**config.mk**
```make
export PLATFORM = sky130hd
export DESIGN_NAME = stick_gesture_config_selector_top_flat
export DESIGN_NICKNAME = d
export VERILOG_FILES = /design/src/sgcs_pkg.sv /design/src/sgcs_ifs.sv /design/src/stick_gesture_config_selector_top.sv /design/src/flat_wrapper.sv
export SDC_FILE = /design/constraint.sdc
export NUM_CORES = 1
export LEC_CHECK = 0
export ABC_AREA = 1
export BUFFER_PORTS_ARGS = -buffer_cell sky130_fd_sc_hd__buf_2
export CORE_UTILIZATION = 30
export CTS_CLUSTER_DIAMETER = 200
export DETAILED_ROUTE_END_ITERATION = 10
export GPL_TIMING_DRIVEN = 1
export HOLD_SLACK_MARGIN = 0.03
export PLACE_DENSITY = 0.5
export RECOVER_POWER = 100
export SYNTH_ARGS = -nofsm -noshare
export SYNTH_HDL_FRONTEND = slang
export SYNTH_SLANG_ARGS = --single-unit
```
**constraint.sdc**
```tcl
create_clock -name clk -period 3.9 [get_ports clk]
set_clock_uncertainty 0.2 [all_clocks]
set_input_delay 0.39 -clock clk [delete_from_list [all_inputs] [get_ports clk]]
set_output_delay 0.39 -clock clk [all_outputs]
set_load 0.02 [all_outputs]
```
**src/sgcs_pkg.sv**
```systemverilog
`timescale 1ns / 1ps

package sgcs_pkg;

  localparam int TimeWidth = 32;
  localparam int AddrWidth = 5;

  typedef logic [TimeWidth-1:0] time_t;

  // register indexes on the configuration port
  typedef enum logic [2:0] {
    REG_NUM_CONFIGS      = 3'd0,
    REG_THROTTLE_LIMIT   = 3'd1,
    REG_CHANGE_THRESHOLD = 3'd2,
    REG_WIGGLE_THRESHOLD = 3'd3,
    REG_HOLD_DELAY       = 3'd4,
    REG_REARM_DELAY      = 3'd5,
    REG_WIGGLE_DECAY     = 3'd6,
    REG_WIGGLES_NEEDED   = 3'd7
  } reg_idx_t;

  localparam logic [3:0]  NumConfigsReset      = 4'd4;
  localparam logic [14:0] ThrottleLimitReset   = 15'd983;
  localparam logic [14:0] ChangeThresholdReset = 15'd26214;
  localparam logic [14:0] WiggleThresholdReset = 15'd2621;
  localparam logic [15:0] HoldDelayReset       = 16'd1500;
  localparam logic [15:0] RearmDelayReset      = 16'd500;
  localparam logic [15:0] WiggleDecayReset     = 16'd1000;
  localparam logic [3:0]  WigglesNeededReset   = 4'd3;

endpackage

```
**src/sgcs_ifs.sv**
```systemverilog
`timescale 1ns / 1ps

interface sgcs_sample_if;
  logic               valid;
  logic               ready;
  logic signed [15:0] tuner;
  logic signed [15:0] thrust;
  logic               buzzer_busy;
  logic [31:0]        now_ms;

  modport source (output valid, tuner, thrust, buzzer_busy, now_ms, input ready);
  modport sink   (input valid, tuner, thrust, buzzer_busy, now_ms, output ready);
endinterface

interface sgcs_result_if;
  logic       valid;
  logic       ready;
  logic       warning_beeps;
  logic       announce_config;
  logic [3:0] config_index;

  modport source (output valid, warning_beeps, announce_config, config_index, input ready);
  modport sink   (input valid, warning_beeps, announce_config, config_index, output ready);
endinterface

```
**src/stick_gesture_config_selector_top.sv**
```systemverilog
`timescale 1ns / 1ps

// channel   dir  handshake      beat contents
// sample    in   valid/ready    tuner, thrust, buzzer_busy, now_ms
// result    out  valid/ready    warning_beeps, announce_config, config_index
// cfg       in   apb write/read num_configs .. wiggles_needed at 4*i
//
// one beat per cycle sustained unless the result stalls; sample register, then
// gesture logic into the result register, state updates as a beat leaves the
// sample register. rst is synchronous: clears valids and gesture state, loads
// register defaults. a stalled result holds both stages; the sample register
// still fills while the result waits.

module stick_gesture_config_selector_top (
  input  logic                          clk,
  input  logic                          rst,
  sgcs_sample_if.sink                   sample,
  sgcs_result_if.source                 result,
  input  logic                          psel,
  input  logic                          penable,
  input  logic                          pwrite,
  input  logic [sgcs_pkg::AddrWidth-1:0] paddr,
  input  logic [31:0]                   pwdata,
  output logic [31:0]                   prdata,
  output logic                          pready
);
  import sgcs_pkg::*;

  // configuration registers
  logic [3:0]  num_configs;
  logic [14:0] throttle_limit;
  logic [14:0] change_threshold;
  logic [14:0] wiggle_threshold;
  logic [15:0] hold_delay_ms;
  logic [15:0] rearm_delay_ms;
  logic [15:0] wiggle_decay_ms;
  logic [3:0]  wiggles_needed;

  reg_idx_t reg_sel;
  assign reg_sel = reg_idx_t'(paddr[AddrWidth-1:2]);
  assign pready  = 1'b1;

  always_ff @(posedge clk) begin
    if (rst) begin
      num_configs      <= NumConfigsReset;
      throttle_limit   <= ThrottleLimitReset;
      change_threshold <= ChangeThresholdReset;
      wiggle_threshold <= WiggleThresholdReset;
      hold_delay_ms    <= HoldDelayReset;
      rearm_delay_ms   <= RearmDelayReset;
      wiggle_decay_ms  <= WiggleDecayReset;
      wiggles_needed   <= WigglesNeededReset;
    end else if (psel && penable && pwrite) begin
      unique case (reg_sel)
        REG_NUM_CONFIGS:      num_configs      <= pwdata[3:0];
        REG_THROTTLE_LIMIT:   throttle_limit   <= pwdata[14:0];
        REG_CHANGE_THRESHOLD: change_threshold <= pwdata[14:0];
        REG_WIGGLE_THRESHOLD: wiggle_threshold <= pwdata[14:0];
        REG_HOLD_DELAY:       hold_delay_ms    <= pwdata[15:0];
        REG_REARM_DELAY:      rearm_delay_ms   <= pwdata[15:0];
        REG_WIGGLE_DECAY:     wiggle_decay_ms  <= pwdata[15:0];
        REG_WIGGLES_NEEDED:   wiggles_needed   <= pwdata[3:0];
        default: ;
      endcase
    end
  end

  always_comb begin
    unique case (reg_sel)
      REG_NUM_CONFIGS:      prdata = {28'd0, num_configs};
      REG_THROTTLE_LIMIT:   prdata = {17'd0, throttle_limit};
      REG_CHANGE_THRESHOLD: prdata = {17'd0, change_threshold};
      REG_WIGGLE_THRESHOLD: prdata = {17'd0, wiggle_threshold};
      REG_HOLD_DELAY:       prdata = {16'd0, hold_delay_ms};
      REG_REARM_DELAY:      prdata = {16'd0, rearm_delay_ms};
      REG_WIGGLE_DECAY:     prdata = {16'd0, wiggle_decay_ms};
      REG_WIGGLES_NEEDED:   prdata = {28'd0, wiggles_needed};
      default:              prdata = 32'd0;
    endcase
  end

  // sample register
  logic               s_valid;
  logic signed [15:0] s_tuner;
  logic signed [15:0] s_thrust;
  logic               s_busy;
  time_t              s_now;
  logic               advance;

  assign advance      = s_valid && (!result.valid || result.ready);
  assign sample.ready = !s_valid || advance;

  always_ff @(posedge clk) begin
    if (rst) begin
      s_valid <= 1'b0;
    end else if (sample.ready) begin
      s_valid <= sample.valid;
    end
    if (sample.valid && sample.ready) begin
      s_tuner  <= sample.tuner;
      s_thrust <= sample.thrust;
      s_busy   <= sample.buzzer_busy;
      s_now    <= sample.now_ms[TimeWidth-1:0];
    end
  end

  // gesture state
  logic [3:0] current_config;
  logic       waiting_change;
  time_t      warning_start_ms;
  time_t      changed_at_ms;
  logic       upper_side_hit;
  logic       lower_side_hit;
  logic [3:0] wiggle_count;
  time_t      last_decay_ms;

  logic [3:0] current_config_next;
  logic       waiting_change_next;
  time_t      warning_start_ms_next;
  time_t      changed_at_ms_next;
  logic       upper_side_hit_next;
  logic       lower_side_hit_next;
  logic [3:0] wiggle_count_next;
  time_t      last_decay_ms_next;
  logic       warn;
  logic       announce;

  logic signed [16:0] tuner_x;
  logic signed [16:0] cth_pos;
  logic signed [16:0] wth_pos;
  logic               low_throttle;
  logic               zone_high;
  logic               zone_low;
  logic               wig_high;
  logic               wig_low;
  logic [3:0]         count_max;
  logic [4:0]         step_up;
  time_t              since_warning;
  time_t              since_change;
  time_t              since_decay;
  logic [4:0]         wig_cnt;

  always_comb begin
    tuner_x       = {s_tuner[15], s_tuner};
    cth_pos       = $signed({2'b00, change_threshold});
    wth_pos       = $signed({2'b00, wiggle_threshold});
    low_throttle  = $signed({s_thrust[15], s_thrust}) < $signed({2'b00, throttle_limit});
    zone_high     = tuner_x >= cth_pos;
    zone_low      = tuner_x <= -cth_pos;
    wig_high      = tuner_x >= wth_pos;
    wig_low       = tuner_x <= -wth_pos;
    count_max     = (num_configs == 4'd0) ? 4'd1 : num_configs;
    step_up       = {1'b0, current_config} + 5'd1;
    since_warning = s_now - warning_start_ms;
    since_change  = s_now - changed_at_ms;
    since_decay   = s_now - last_decay_ms;

    current_config_next   = current_config;
    waiting_change_next   = waiting_change;
    warning_start_ms_next = warning_start_ms;
    changed_at_ms_next    = changed_at_ms;
    upper_side_hit_next   = upper_side_hit;
    lower_side_hit_next   = lower_side_hit;
    wiggle_count_next     = wiggle_count;
    last_decay_ms_next    = last_decay_ms;
    warn                  = 1'b0;
    announce              = 1'b0;
    wig_cnt               = {1'b0, wiggle_count};

    if (low_throttle && (zone_high || zone_low) && !s_busy) begin
      if (waiting_change) begin
        if (since_warning >= time_t'(hold_delay_ms)) begin
          changed_at_ms_next  = s_now;
          waiting_change_next = 1'b0;
          announce            = 1'b1;
          if (zone_high) begin
            current_config_next = (step_up > {1'b0, count_max}) ? 4'd1 : step_up[3:0];
          end else begin
            current_config_next = (current_config <= 4'd1) ? count_max
                                                           : current_config - 4'd1;
          end
        end
      end else if (since_change >= time_t'(rearm_delay_ms)) begin
        warn                  = 1'b1;
        warning_start_ms_next = s_now;
        waiting_change_next   = 1'b1;
      end
    end

    if (!s_busy) begin
      upper_side_hit_next = upper_side_hit || wig_high;
      lower_side_hit_next = lower_side_hit || wig_low;
      if (upper_side_hit_next && lower_side_hit_next) begin
        upper_side_hit_next = 1'b0;
        lower_side_hit_next = 1'b0;
        wig_cnt             = wig_cnt + 5'd1;
        if (wig_cnt >= {1'b0, wiggles_needed}) begin
          wig_cnt  = 5'd0;
          announce = 1'b1;
        end
      end
      if (wig_cnt != 5'd0 && since_decay >= time_t'(wiggle_decay_ms)) begin
        last_decay_ms_next = s_now;
        wig_cnt            = wig_cnt - 5'd1;
      end
      wiggle_count_next = wig_cnt[3:0];
    end
  end

  always_ff @(posedge clk) begin
    if (rst) begin
      current_config   <= 4'd1;
      waiting_change   <= 1'b0;
      warning_start_ms <= '0;
      changed_at_ms    <= '0;
      upper_side_hit   <= 1'b0;
      lower_side_hit   <= 1'b0;
      wiggle_count     <= 4'd0;
      last_decay_ms    <= '0;
      result.valid     <= 1'b0;
    end else begin
      if (advance) begin
        current_config   <= current_config_next;
        waiting_change   <= waiting_change_next;
        warning_start_ms <= warning_start_ms_next;
        changed_at_ms    <= changed_at_ms_next;
        upper_side_hit   <= upper_side_hit_next;
        lower_side_hit   <= lower_side_hit_next;
        wiggle_count     <= wiggle_count_next;
        last_decay_ms    <= last_decay_ms_next;
      end
      if (advance) begin
        result.valid <= 1'b1;
      end else if (result.ready) begin
        result.valid <= 1'b0;
      end
    end
  end

  always_ff @(posedge clk) begin
    if (advance) begin
      result.warning_beeps   <= warn;
      result.announce_config <= announce;
      result.config_index    <= current_config_next;
    end
  end

endmodule

```
**src/flat_wrapper.sv**
```systemverilog
// flat-port wrapper written by rule: the top's interface ports become plain ports
module stick_gesture_config_selector_top_flat import sgcs_pkg::*;
  (clk, rst, psel, penable, pwrite, paddr, pwdata, prdata, pready, sample_valid, sample_tuner, sample_thrust, sample_buzzer_busy, sample_now_ms, sample_ready, result_valid, result_warning_beeps, result_announce_config, result_config_index, result_ready);
  sgcs_sample_if sample_i ();
  sgcs_result_if result_i ();
  input  logic clk;
  input  logic rst;
  input  logic psel;
  input  logic penable;
  input  logic pwrite;
  input  logic [sgcs_pkg::AddrWidth-1:0] paddr;
  input  logic [31:0] pwdata;
  output logic [31:0] prdata;
  output logic pready;
  input wire logic [$bits(sample_i.valid)-1:0] sample_valid;
  input wire logic [$bits(sample_i.tuner)-1:0] sample_tuner;
  input wire logic [$bits(sample_i.thrust)-1:0] sample_thrust;
  input wire logic [$bits(sample_i.buzzer_busy)-1:0] sample_buzzer_busy;
  input wire logic [$bits(sample_i.now_ms)-1:0] sample_now_ms;
  output wire logic [$bits(sample_i.ready)-1:0] sample_ready;
  output wire logic [$bits(result_i.valid)-1:0] result_valid;
  output wire logic [$bits(result_i.warning_beeps)-1:0] result_warning_beeps;
  output wire logic [$bits(result_i.announce_config)-1:0] result_announce_config;
  output wire logic [$bits(result_i.config_index)-1:0] result_config_index;
  input wire logic [$bits(result_i.ready)-1:0] result_ready;
  assign sample_i.valid = sample_valid;
  assign sample_i.tuner = sample_tuner;
  assign sample_i.thrust = sample_thrust;
  assign sample_i.buzzer_busy = sample_buzzer_busy;
  assign sample_i.now_ms = sample_now_ms;
  assign sample_ready = sample_i.ready;
  assign result_valid = result_i.valid;
  assign result_warning_beeps = result_i.warning_beeps;
  assign result_announce_config = result_i.announce_config;
  assign result_config_index = result_i.config_index;
  assign result_i.ready = result_ready;
  stick_gesture_config_selector_top u_core (.clk(clk), .rst(rst), .sample(sample_i), .result(result_i), .psel(psel), .penable(penable), .pwrite(pwrite), .paddr(paddr), .pwdata(pwdata), .prdata(prdata), .pready(pready));
endmodule
```
==> results.tsv, run 1 <==
stage	metric	value	unit
sta	Period Utilization, post-route	1.06	
grt	GR peak layer	met2	
cells_and_area	nets	4176	
die	num rows	98	
power_and_ir_drop	Lkg Pwr	14.5	nW
sta	setup_tns	-11.44	ns
placed_design	gpl congestion	0.904	
die	Initial Utilization	0.304	
cells_and_area	Post-Route Utilization	0.422	
grt	number of global-route vias before repair	21451	
placed_design	post-DP HPWL	60900	µm
logic_synthesis	Synth Instances	3307	
sta	final hold vios	0	
clock_network	CTS tree	done	
power_and_ir_drop	Max VDD drop	0.000370	V
clock_network	CTS Buf Count	38	
cells_and_area	Non-Filler Instances	4814	
worst_setup_path	Crit. End Element	flop	
die	Die ar.	73800	µm²
clock_network	CTS Root Cell	clkbuf_16	
worst_setup_path	critical path's slowest cell	dfxtp_1	
placed_design	port bufs	114	
worst_setup_path	Critical Path AT	4.34	ns
grt	global-route wire length before repair	121000	µm
die	core footprint	71700	µm²
sta	Final setup viols	99	
worst_setup_path	worst r2r src	u_core.wiggle_threshold[0]$_SDFFE_PP1P_	
sta	final slew viol count	35	
clock_network	CTS Sinks	281	
hold_path	Worst Hold Depth	4	
route	DRC	0	
grt	largest net degree at the start of global routing	116	
clock_network	buffer depth of the longest clock path	3	
sta	clock period minus worst slack	4.14	ns
cells_and_area	Area growth, synth to finish	38.8	%
route	DRT Wirelength	82100	µm
status	failing checks	capacitance limit, slew limit, setup timing	
logic_synthesis	syn avg cell area	6.60	µm²
route	routed vias	22869	
route	drt first pass iters	5	
placed_design	Placed Cells	4564	
grt	met3 Track Usage GR	0.0358	
status	status	finished with violations	
sta	Fmax	242	MHz
sta	PnR worst setup slack	-0.239	ns
run	Max Cap Violations	1	
logic_synthesis	synthesized area	21800	µm²
logic_synthesis	#FFs+latches synth	281	
clock_network	Worst-Skew Late Latency	0.59	ns
route	DR vias/cell	4.75	
worst_setup_path	crit-path max cell delay	0.32	ns
grt	GR Util met1	0.284	
logic_synthesis	yosys warns	0	
die	die width	272	µm
worst_setup_path	CP max FO	6	
logic_synthesis	Yosys top cell area share	0.193	
grt	gr usage total	0.212	
worst_setup_path	startpoint types	flop	
worst_setup_path	RR Endpoint	u_core.last_decay_ms[8]$_SDFFE_PP0P_	
route	DR WL/cell	17.1	µm
route	ANT nets after route	0	
sta	Worst-Margin Slew	1.73	ns
clock_network	clk slew on worst S/H paths	0.06	ns
die	Die Y	272	µm
cells_and_area	fraction of layout cells with a size suffix above 1	0.226	
grt	M2 GR Usage	0.347	
worst_setup_path	worst reg2reg path depth	28	
power_and_ir_drop	Power Dens Cells	303	nW/µm²
sta	RSZ-0062 raised after global routing	true	
grt	initial antenna violation count	2	
hold_path	Hold Path End	u_core.changed_at_ms[1]$_SDFFE_PP0P_	
route	1st-iter DRT viols	1598	
worst_setup_path	Critical Path RT	4.10	ns
hold_path	min-delay src	rst	
sta	Slew HR	-0.158	
logic_synthesis	Seq/Total Area, Yosys	0.290	
logic_synthesis	Unique masters post-synth	49	
clock_network	H-tree levels	2	
die	I/O pins	150	
worst_setup_path	r2r setup slk	-0.24	ns
logic_synthesis	main area contributors after synthesis	dfxtp_1 (19%), nand2_1 (16%), ha_1 (13%), inv_1 (10%), edfxtp_1 (9.8%)	
grt	grt total ovfl	0	
worst_setup_path	worst setup path category	reg -> reg	
logic_synthesis	cell taking the most area after synthesis	dfxtp_1	
hold_path	Hold Path Class	in -> reg	
-- timing repair --
| item | in CTS | in global routing |
|---|---|---|
| pin swaps | 65 | 115 |
| resized for setup | 222 | 300 |
| cloned | 10 | 6 |
| setup endpoints to repair | 111 | 111 |
| endpoints found under the hold margin | 127 | 0 |
| setup buffers | 59 | 30 |
| hold buffers | 82 | 0 |
-- per-stage QoR --
step / power [mW] / hold slack [ns] / setup WS [ns] / cell area (µm²)
2_1_floorplan: 4.47 / 0.239 / 0.00271 / 21900
3_3_place_gp: 5.27 / 0.247 / -0.283 / 25300
3_5_place_dp: 5.28 / 0.253 / -0.344 / 25300
4_1_cts: 9.06 / 0.0726 / -0.163 / 29000
5_1_grt: 9.65 / 0.0908 / -0.411 / 30300
6_report: 9.18 / 0.0719 / -0.239 / 30300
-- layout make-up --
class,count,area (µm²)
antenna,2,5.00
sequential,281,6340
tap,950,1190
clock buffer,49,1010
multi-input combinational,2357,14600
clock inverter,21,213
fill,7430,41500
inverter,597,2250
timing repair buffer,557,4630
-- cell usage after synthesis (all sizes together) --
cell type	count
a2111oi	1
a211oi	4
a21boi	1
a21o	6
a21oi	264
a221oi	15
a22o	1
a22oi	1
a31oi	1
and2	2
and3	2
buf	41
clkbuf	46
clkinv	3
conb	2
dfxtp	210
edfxtp	71
fa	3
ha	232
inv	594
nand2	907
nand3	150
nand3b	21
nand4	68
nor2	307
nor3	50
nor4	2
o211ai	31
o21a	4
o21ai	144
o21bai	11
o221ai	13
o22ai	13
o31a	2
o31ai	2
or2	2
xnor2	6
xor2	74
-- critical path: cells and delay by family (launching register included) --
| kind | cells | cell delay (ns) |
|---|---|---|
| simple gates | 16 | 1.78 |
| buf+inv | 5 | 0.61 |
| fa+ha+maj | 3 | 0.58 |
| flops | 1 | 0.32 |
| compound gates | 3 | 0.31 |
| xor+xnor | 1 | 0.15 |
-- metal layers --
metal,part of all wire,wire length (µm)
met4,0.026,2130
met2,0.46,37600
met5,0.00072,59
met3,0.059,4860
met1,0.46,37400
-- how the worst max path moves through the flow --
stage | cells past startpoint | end | slack (ns) | start
6_report | 28 | u_core.last_decay_ms[8]$_SDFFE_PP0P_ | -0.24 | u_core.wiggle_threshold[0]$_SDFFE_PP1P_
2_1_floorplan | 30 | u_core.last_decay_ms[31]$_SDFFE_PP0P_ | 0.003 | u_core.wiggle_threshold[1]$_SDFFE_PP0P_
3_3_place_gp | 19 | u_core.result.config_index[0]$_DFFE_PP_ | -0.28 | u_core.s_now[8]$_DFFE_PP_
4_1_cts | 31 | u_core.last_decay_ms[8]$_SDFFE_PP0P_ | -0.16 | u_core.wiggle_threshold[1]$_SDFFE_PP0P_
5_1_grt | 30 | u_core.last_decay_ms[16]$_SDFFE_PP0P_ | -0.41 | u_core.wiggle_threshold[0]$_SDFFE_PP1P_
3_5_place_dp | 25 | u_core.last_decay_ms[28]$_SDFFE_PP0P_ | -0.34 | u_core.s_now[6]$_DFFE_PP_
-- sequential cells by signal, summed over array words and instances (netlist names), 4 cells and up --
name / count
u_core.s_thrust: 16
u_core.hold_delay_ms: 16
u_core.s_now: 32
u_core.wiggles_needed: 4
u_core.warning_start_ms: 32
u_core.num_configs: 4
u_core.change_threshold: 15
u_core.result.config_index: 4
u_core.throttle_limit: 15
u_core.current_config: 4
u_core.wiggle_threshold: 15
u_core.last_decay_ms: 32
u_core.wiggle_decay_ms: 16
u_core.wiggle_count: 4
u_core.changed_at_ms: 32
u_core.s_tuner: 16
u_core.rearm_delay_ms: 16
-- power by group --
part           internal [mW]  switching [mW]
Sequential              3.09          0.0955
Clock                   2.00            1.47
Combinational           1.07            1.45
Total                   6.16            3.02
-- placed cells by master (no fill, tap or decap), drive strengths merged, types with 2 or more instances in the layout --
master         n
a211oi         4
a21o           6
a21oi        264
a221oi        15
and2           2
and3           2
buf          436
bufinv         2
clkbuf        88
clkinv        13
clkinvlp       4
conb          17
dfxtp        210
diode          2
dlygate4sd3   82
edfxtp        71
fa             3
ha           232
inv          599
nand2        907
nand3        150
nand3b        21
nand4         68
nor2         307
nor3          50
nor4           2
o211ai        31
o21a           4
o21ai        144
o21bai        11
o221ai        13
o22ai         13
o31a           2
o31ai          2
or2            2
xnor2          6
xor2          74
-- logic make-up (layout without fill, tap and decap cells) --
logic type / count (synthesis) / in the layout / share of synthesized area
other: 2 / 19 / 0.000344
adders and majority gates: 235 / 235 / 0.136
and+or+nand+nor: 1511 / 1511 / 0.286
buffers and inverters: 684 / 1224 / 0.124
DFF: 281 / 281 / 0.290
AOI/OAI and AO/OA: 514 / 514 / 0.131
xor gates and xnor gates: 80 / 80 / 0.0321
(Power assumes the default switching activity.)
==> inputs of run 2 (changes only) <==
--- a/config.mk
+++ b/config.mk
@@ -7,13 +7,14 @@
 export LEC_CHECK = 0
 export ABC_AREA = 1
 export BUFFER_PORTS_ARGS = -buffer_cell sky130_fd_sc_hd__buf_2
+export CELL_PAD_IN_SITES_DETAIL_PLACEMENT = 1
+export CELL_PAD_IN_SITES_GLOBAL_PLACEMENT = 2
 export CORE_UTILIZATION = 30
 export CTS_CLUSTER_DIAMETER = 200
 export DETAILED_ROUTE_END_ITERATION = 10
 export GPL_TIMING_DRIVEN = 1
 export HOLD_SLACK_MARGIN = 0.03
-export PLACE_DENSITY = 0.5
-export RECOVER_POWER = 100
+export PLACE_DENSITY = 0.83
 export SYNTH_ARGS = -nofsm -noshare
 export SYNTH_HDL_FRONTEND = slang
 export SYNTH_SLANG_ARGS = --single-unit
==> run 2 against run 1 <==
The flow finishes with violations (setup timing). Setup slack lost 0.060 ns. Register-to-register slack got worse by 0.06 ns. Power increased by 4.9%. Sequential cell count unchanged. Largest power group unchanged. Sequential power barely moved. Non-clock buffer count up 26. First-iteration DRC count fell by 32%.
==> results.tsv, run 2 (synthesized netlist as in run 1, its figures left out) <==
stage	metric	value	unit	change
cells_and_area	number of fill cells in the layout	8943		was 7430
die	num rows	98		unchanged
power_and_ir_drop	P_int	6.44	mW	was 6.16 mW
cells_and_area	nets	4202		was 4176
route	DR vias/cell	5.00		was 4.75
die	Die Y	272	µm	unchanged
power_and_ir_drop	Lkg Pwr	14.9	nW	was 14.5 nW
route	wl on met1	40900	µm	was 37400 µm
run	Max Cap Violations	0		was 1
sta	clock period minus worst slack	4.20	ns	was 4.14 ns
clock_network	clk slew on worst S/H paths	0.06	ns	about the same
power_and_ir_drop	sequential share of power	0.331		was 0.347
cells_and_area	sequential cell area	6340	µm²	about the same
worst_setup_path	Critical Path RT	4.21	ns	was 4.10 ns
power_and_ir_drop	Clock power frac	0.397		was 0.378
sta	Period Utilization, post-route	1.08		was 1.06
route	routed wl met2	47700	µm	was 37600 µm
grt	initial antenna violation count	1		was 2
worst_setup_path	critical path's slowest cell	ha_1		was dfxtp_1
sta	PnR worst setup slack	-0.300	ns	was -0.239 ns
worst_setup_path	Bufs and invs on worst path	8		was 5
placed_design	port bufs	114		unchanged
cells_and_area	most common cell after layout, fill and taps aside	nand2_1		unchanged
sta	final slew viol count	0		was 35
grt	number of global-route vias before repair	24966		was 21451
route	Routed met3 length	4180	µm	was 4860 µm
route	routed vias	24195		was 22869
clock_network	H-tree levels	2		unchanged
power_and_ir_drop	Power Dens Cells	308	nW/µm²	was 303 nW/µm²
cells_and_area	fraction of layout cells with a size suffix above 1	0.260		was 0.226
worst_setup_path	r2r setup slk	-0.30	ns	was -0.24 ns
grt	global-route wire length before repair	143000	µm	was 121000 µm
worst_setup_path	startpoint types	flop		unchanged
die	I/O pins	150		unchanged
cells_and_area	Post-Route Utilization	0.435		was 0.422
route	drt first pass iters	5		unchanged
placed_design	post-DP HPWL	67200	µm	was 60900 µm
route	DRC	0		unchanged
power_and_ir_drop	Psw	3.19	mW	was 3.02 mW
power_and_ir_drop	Max VDD drop	0.000309	V	was 0.000370 V
sta	setup_tns	-19.03	ns	was -11.44 ns
route	DR top layer	met5		unchanged
clock_network	CTS tree	done		unchanged
grt	gr usage total	0.249		was 0.212
route	ANT nets after route	0		unchanged
route	DR WL/cell	19.9	µm	was 17.1 µm
clock_network	buffer depth of the longest clock path	3		unchanged
die	die width	272	µm	unchanged
placed_design	gpl congestion	0.894		was 0.904
die	Die ar.	73800	µm²	unchanged
clock_network	CTS Buf Count	38		unchanged
cells_and_area	Area growth, synth to finish	43.2	%	was 38.8%
hold_path	Hold Path Class	in -> reg		unchanged
die	core footprint	71700	µm²	unchanged
worst_setup_path	Crit. End Element	flop		unchanged
worst_setup_path	crit-path max cell delay	0.33	ns	was 0.32 ns
clock_network	Worst-Skew Late Latency	0.59	ns	about the same
route	DRT Wirelength	96200	µm	was 82100 µm
sta	Final setup viols	107		was 99
clock_network	CTS Root Cell	clkbuf_16		unchanged
status	status	finished with violations		unchanged
sta	Worst-Margin Slew	1.03	ns	was 1.73 ns
clock_network	CTS Sinks	281		unchanged
worst_setup_path	CP max FO	7		was 6
sta	final hold vios	0		unchanged
sta	Fmax	238	MHz	was 242 MHz
status	failing checks	setup timing		was capacitance limit, slew limit, setup timing
die	Initial Utilization	0.304		unchanged
worst_setup_path	CP top delay family	simple AND/OR/NAND/NOR gates		unchanged
cells_and_area	most frequent cells in the layout	nand2_1 (733), inv_1 (543), buf_4 (310), nor2_1 (236), a21oi_1 (215)		was nand2_1 (768), inv_1 (552), buf_4 (284), nor2_1 (257), a21oi_1 (230)
worst_setup_path	Critical Path AT	4.51	ns	was 4.34 ns
grt	largest net degree at the start of global routing	66		was 116
route	1st-iter DRT viols	1093		was 1598
power_and_ir_drop	switching part of the total power	0.331		was 0.329
sta	Slew HR	0.314		was -0.158
worst_setup_path	worst setup path category	reg -> reg		unchanged
power_and_ir_drop	Combinational Power Share	0.272		was 0.275
cells_and_area	multi-input logic area	15000	µm²	was 14600 µm²
cells_and_area	# diodes	0		was 2
grt	grt total ovfl	0		unchanged
sta	RSZ-0062 raised after global routing	true		unchanged
-- run 2: cell types whose count changed in the layout (fill, tap and decap cells not counted), sizes merged --
| cell | before | now |
|---|---|---|
| buf | 436 | 500 |
| bufinv | 2 | 5 |
| clkbuf | 88 | 52 |
| diode | 2 | 0 |
| dlygate4sd3 | 82 | 80 |
| inv | 599 | 596 |
-- run 2: power by group through the flow --
stage | logic (mW) | registers (mW) | clock network [mW]
after floorplan | 1.26 | 3.20 | 0
after global placement | 2.10 | 3.23 | 0
after detailed placement | 2.15 | 3.23 | 0
after CTS | 2.42 | 3.18 | 3.89
after global routing | 2.86 | 3.19 | 3.98
final | 2.62 | 3.18 | 3.82
-- run 2: repair_timing --
action                                 in CTS  in global routing
hold buffers                               80                  0
endpoints found under the hold margin      97                  0
buffers inserted                           47                 34
resized for setup                         364                289
pin swaps                                  68                109
gates cloned                               17                  4
setup endpoints to repair                 111                111
-- run 2: tightest hold or removal path, stage by stage --
cell and delay (ns):
buf_2 0.23, nand2_1 0.12, o211ai_1 0.08
-- run 2: layout make-up --
| class | count | share of cell area |
|---|---|---|
| repair buffers | 583 | 0.164 |
| multi-input cells | 2357 | 0.480 |
| flip-flops and latches | 281 | 0.203 |
| clock buffers | 49 | 0.0340 |
| clock inverters | 21 | 0.00837 |
| inverters | 597 | 0.0723 |
| well taps | 950 | 0.0381 |
-- run 2: stage by stage --
stage	instance area (µm²)	std cells	power (mW)	hold slack [ns]	setup WS, ns
2_1_floorplan	21900	3322	4.47	0.239	0.00271
3_3_place_gp	25600	4598	5.33	0.251	-0.248
3_5_place_dp	25600	4598	5.38	0.255	-0.398
4_1_cts	30000	4810	9.49	0.0543	-0.146
5_1_grt	31200	4838	10.0	0.0958	-0.500
6_report	31200	4838	9.62	0.0927	-0.300
-- run 2: per-layer routing --
layer,global-route usage,vias to the layer above
met5,0,-
met4,0.0810,2
met2,0.445,515
met1,0.309,11760
li1,-,11740
met3,0.0298,178
-- run 2: final timing paths --
path | depth (start not counted) | end | start
worst max-delay path | 25 | u_core.warning_start_ms[2]$_SDFFE_PP0P_ | u_core.change_threshold[2]$_SDFFE_PP1P_
worst min-delay path | 3 | u_core.change_threshold[2]$_SDFFE_PP1P_ | pwdata[2]
worst max register to register | 25 | u_core.warning_start_ms[2]$_SDFFE_PP0P_ | u_core.change_threshold[2]$_SDFFE_PP1P_
worst min register to register | 2 | u_core.last_decay_ms[1]$_SDFFE_PP0P_ | u_core.last_decay_ms[1]$_SDFFE_PP0P_
==> inputs of run 3 (changes only) <==
--- a/config.mk
+++ b/config.mk
@@ -9,12 +9,12 @@
 export BUFFER_PORTS_ARGS = -buffer_cell sky130_fd_sc_hd__buf_2
 export CELL_PAD_IN_SITES_DETAIL_PLACEMENT = 1
 export CELL_PAD_IN_SITES_GLOBAL_PLACEMENT = 2
-export CORE_UTILIZATION = 30
+export CORE_UTILIZATION = 31
 export CTS_CLUSTER_DIAMETER = 200
 export DETAILED_ROUTE_END_ITERATION = 10
 export GPL_TIMING_DRIVEN = 1
 export HOLD_SLACK_MARGIN = 0.03
-export PLACE_DENSITY = 0.83
+export PLACE_DENSITY = 0.85
 export SYNTH_ARGS = -nofsm -noshare
 export SYNTH_HDL_FRONTEND = slang
 export SYNTH_SLANG_ARGS = --single-unit
==> run 3 against run 2 <==
The flow still finishes with violations (setup timing). Die area decreased by 3.2%. Hold slack got worse by 0.042 ns. Utilization increased by 0.71 points. Final cell count decreased by 0.50%. Sequential cell count unchanged. Via count about the same. Global-route usage increased by 0.43 points. Setup slack got worse by 0.10 ns. Critical path depth increased by 2. First-iteration DRC count increased by 22%. Sequential share of layout area increased by 0.44 points. Register-to-register slack got worse by 0.10 ns.
==> results.tsv, run 3 (synthesized netlist as in run 1, its figures left out) <==
stage	metric	value	unit	change
cells_and_area	most common cell after layout, fill and taps aside	nand2_1		unchanged
worst_setup_path	Bufs and invs on worst path	6		was 8
route	1st-iter DRT viols	1328		was 1093
placed_design	port bufs	114		unchanged
sta	RSZ-0062 raised after global routing	true		unchanged
sta	clock period minus worst slack	4.30	ns	was 4.20 ns
clock_network	H-tree levels	2		unchanged
die	core footprint	69100	µm²	was 71700 µm²
grt	gr usage total	0.254		was 0.249
die	Initial Utilization	0.316		was 0.304
route	DR WL/cell	19.6	µm	was 19.9 µm
placed_design	gpl congestion	0.909		was 0.894
power_and_ir_drop	Max VDD drop	0.000289	V	was 0.000309 V
clock_network	buffer depth of the longest clock path	3		unchanged
worst_setup_path	Critical Path RT	4.21	ns	about the same
power_and_ir_drop	Lkg Pwr	14.7	nW	was 14.9 nW
route	routed vias	24184		was 24195
clock_network	CTS Buf Count	37		was 38
clock_network	Worst-Skew Late Latency	0.59	ns	about the same
worst_setup_path	most frequent CP cell	nand2_4		
worst_setup_path	critical path's slowest cell	dfxtp_2		was ha_1
worst_setup_path	startpoint types	flop		unchanged
grt	largest net degree at the start of global routing	66		unchanged
die	Die ar.	71400	µm²	was 73800 µm²
worst_setup_path	Crit. End Element	flop		unchanged
sta	Worst-Margin Slew	1.08	ns	was 1.03 ns
hold_path	Hold Path Class	in -> reg		unchanged
route	drt first pass iters	5		unchanged
sta	PnR worst setup slack	-0.401	ns	was -0.300 ns
grt	global-route wire length before repair	139000	µm	was 143000 µm
run	Max Cap Violations	0		unchanged
worst_setup_path	CP top delay family	simple AND/OR/NAND/NOR gates		unchanged
cells_and_area	most frequent cells in the layout	nand2_1 (767), inv_1 (553), buf_4 (334), nor2_1 (253), a21oi_1 (213)		was nand2_1 (733), inv_1 (543), buf_4 (310), nor2_1 (236), a21oi_1 (215)
cells_and_area	fraction of layout cells with a size suffix above 1	0.245		was 0.260
cells_and_area	number of fill cells in the layout	8738		was 8943
cells_and_area	# diodes	0		unchanged
grt	grt total ovfl	0		unchanged
worst_setup_path	worst setup path category	reg -> reg		unchanged
cells_and_area	nets	4200		was 4202
route	ANT nets after route	0		unchanged
die	Die Y	267	µm	was 272 µm
sta	Slew HR	0.283		was 0.314
sta	final hold vios	0		unchanged
placed_design	post-DP HPWL	67300	µm	was 67200 µm
worst_setup_path	Critical Path AT	4.62	ns	was 4.51 ns
status	status	finished with violations		unchanged
die	die width	267	µm	was 272 µm
clock_network	CTS Sinks	281		unchanged
placed_design	pre-CTS WS	-0.478	ns	was -0.398 ns
sta	setup_tns	-30.16	ns	was -19.03 ns
route	DR vias/cell	5.02		was 5.00
clock_network	CTS tree	done		unchanged
cells_and_area	Area growth, synth to finish	40.1	%	was 43.2%
clock_network	clk slew on worst S/H paths	0.06	ns	about the same
sta	Final setup viols	110		was 107
worst_setup_path	crit-path max cell delay	0.33	ns	about the same
route	DRC	0		unchanged
sta	Period Utilization, post-route	1.10		was 1.08
grt	number of global-route vias before repair	24605		was 24966
sta	final slew viol count	0		unchanged
die	num rows	96		was 98
status	failing checks	setup timing		unchanged
grt	initial antenna violation count	1		unchanged
die	I/O pins	150		unchanged
sta	WHS	0.0502	ns	was 0.0927 ns
cells_and_area	fin area	30600	µm²	was 31200 µm²
clock_network	CTS Root Cell	clkbuf_16		unchanged
sta	Fmax	233	MHz	was 238 MHz
worst_setup_path	CP max FO	5		was 7
placed_design	Cell Area, Placed	25600	µm²	about the same
power_and_ir_drop	Power Dens Cells	303	nW/µm²	was 308 nW/µm²
route	DRT Wirelength	94400	µm	was 96200 µm
==> run 3: final timing paths <==
path / start / end / slack, ns / cells after the start
max reg2reg: u_core.change_threshold[0]$_SDFFE_PP0P_ / u_core.warning_start_ms[14]$_SDFFE_PP0P_ / -0.40 / 27
min reg2reg: u_core.last_decay_ms[20]$_SDFFE_PP0P_ / u_core.last_decay_ms[20]$_SDFFE_PP0P_ / 0.28 / 2
max: u_core.change_threshold[0]$_SDFFE_PP0P_ / u_core.warning_start_ms[14]$_SDFFE_PP0P_ / -0.40 / 27
min: pwdata[12] / u_core.change_threshold[12]$_SDFFE_PP0P_ / 0.05 / 3
==> run 3: what timing repair did <==
action | CTS | global route
hold buffers | 78 | 0
endpoints found under the hold margin | 92 | 0
endpoints found under the setup margin | 111 | 111
pin swaps | 37 | 100
resized for setup | 190 | 354
setup buffers | 58 | 27
gates cloned | 9 | 6
==> run 3: metrics by stage <==
stage                     total power, mW  std cells   util
after floorplan                      4.47       3322      -
after global placement               5.32       4577  0.370
after detailed placement             5.37       4577  0.370
after CTS                            9.09       4788  0.421
after global routing                 9.69       4814  0.443
final                                9.27       4814  0.443
==> run 3: area by class of cell <==
type,count,area (µm²),share of cell area
Tap cell,931,1160,0.0381
Clock inverter,15,128,0.00417
Inverter,597,2250,0.0738
Multi-Input combinational cell,2357,14800,0.484
Timing Repair Buffer,582,4840,0.158
Sequential cell,281,6340,0.207
Clock buffer,51,1050,0.0343
==> run 3: tightest hold or removal path, cell delays in order <==
cell,delay [ns]
buf_2,0.17
o21ai_0,0.18
a21oi_1,0.05
==> run 3: where the power goes <==
part	switching (mW)	internal (mW)
clock network	1.53	1.96
logic	1.52	1.07
registers	0.0991	3.08
total	3.15	6.12
==> run 3: layer usage <==
| metal | part of all wire | vias to the layer above | GRT usage |
|---|---|---|---|
| met5 | 0 | - | 0 |
| met4 | 0.040 | 0 | 0.0982 |
| met3 | 0.053 | 189 | 0.0391 |
| met2 | 0.48 | 573 | 0.439 |
| met1 | 0.42 | 11707 | 0.314 |
| li1 | - | 11715 | - |
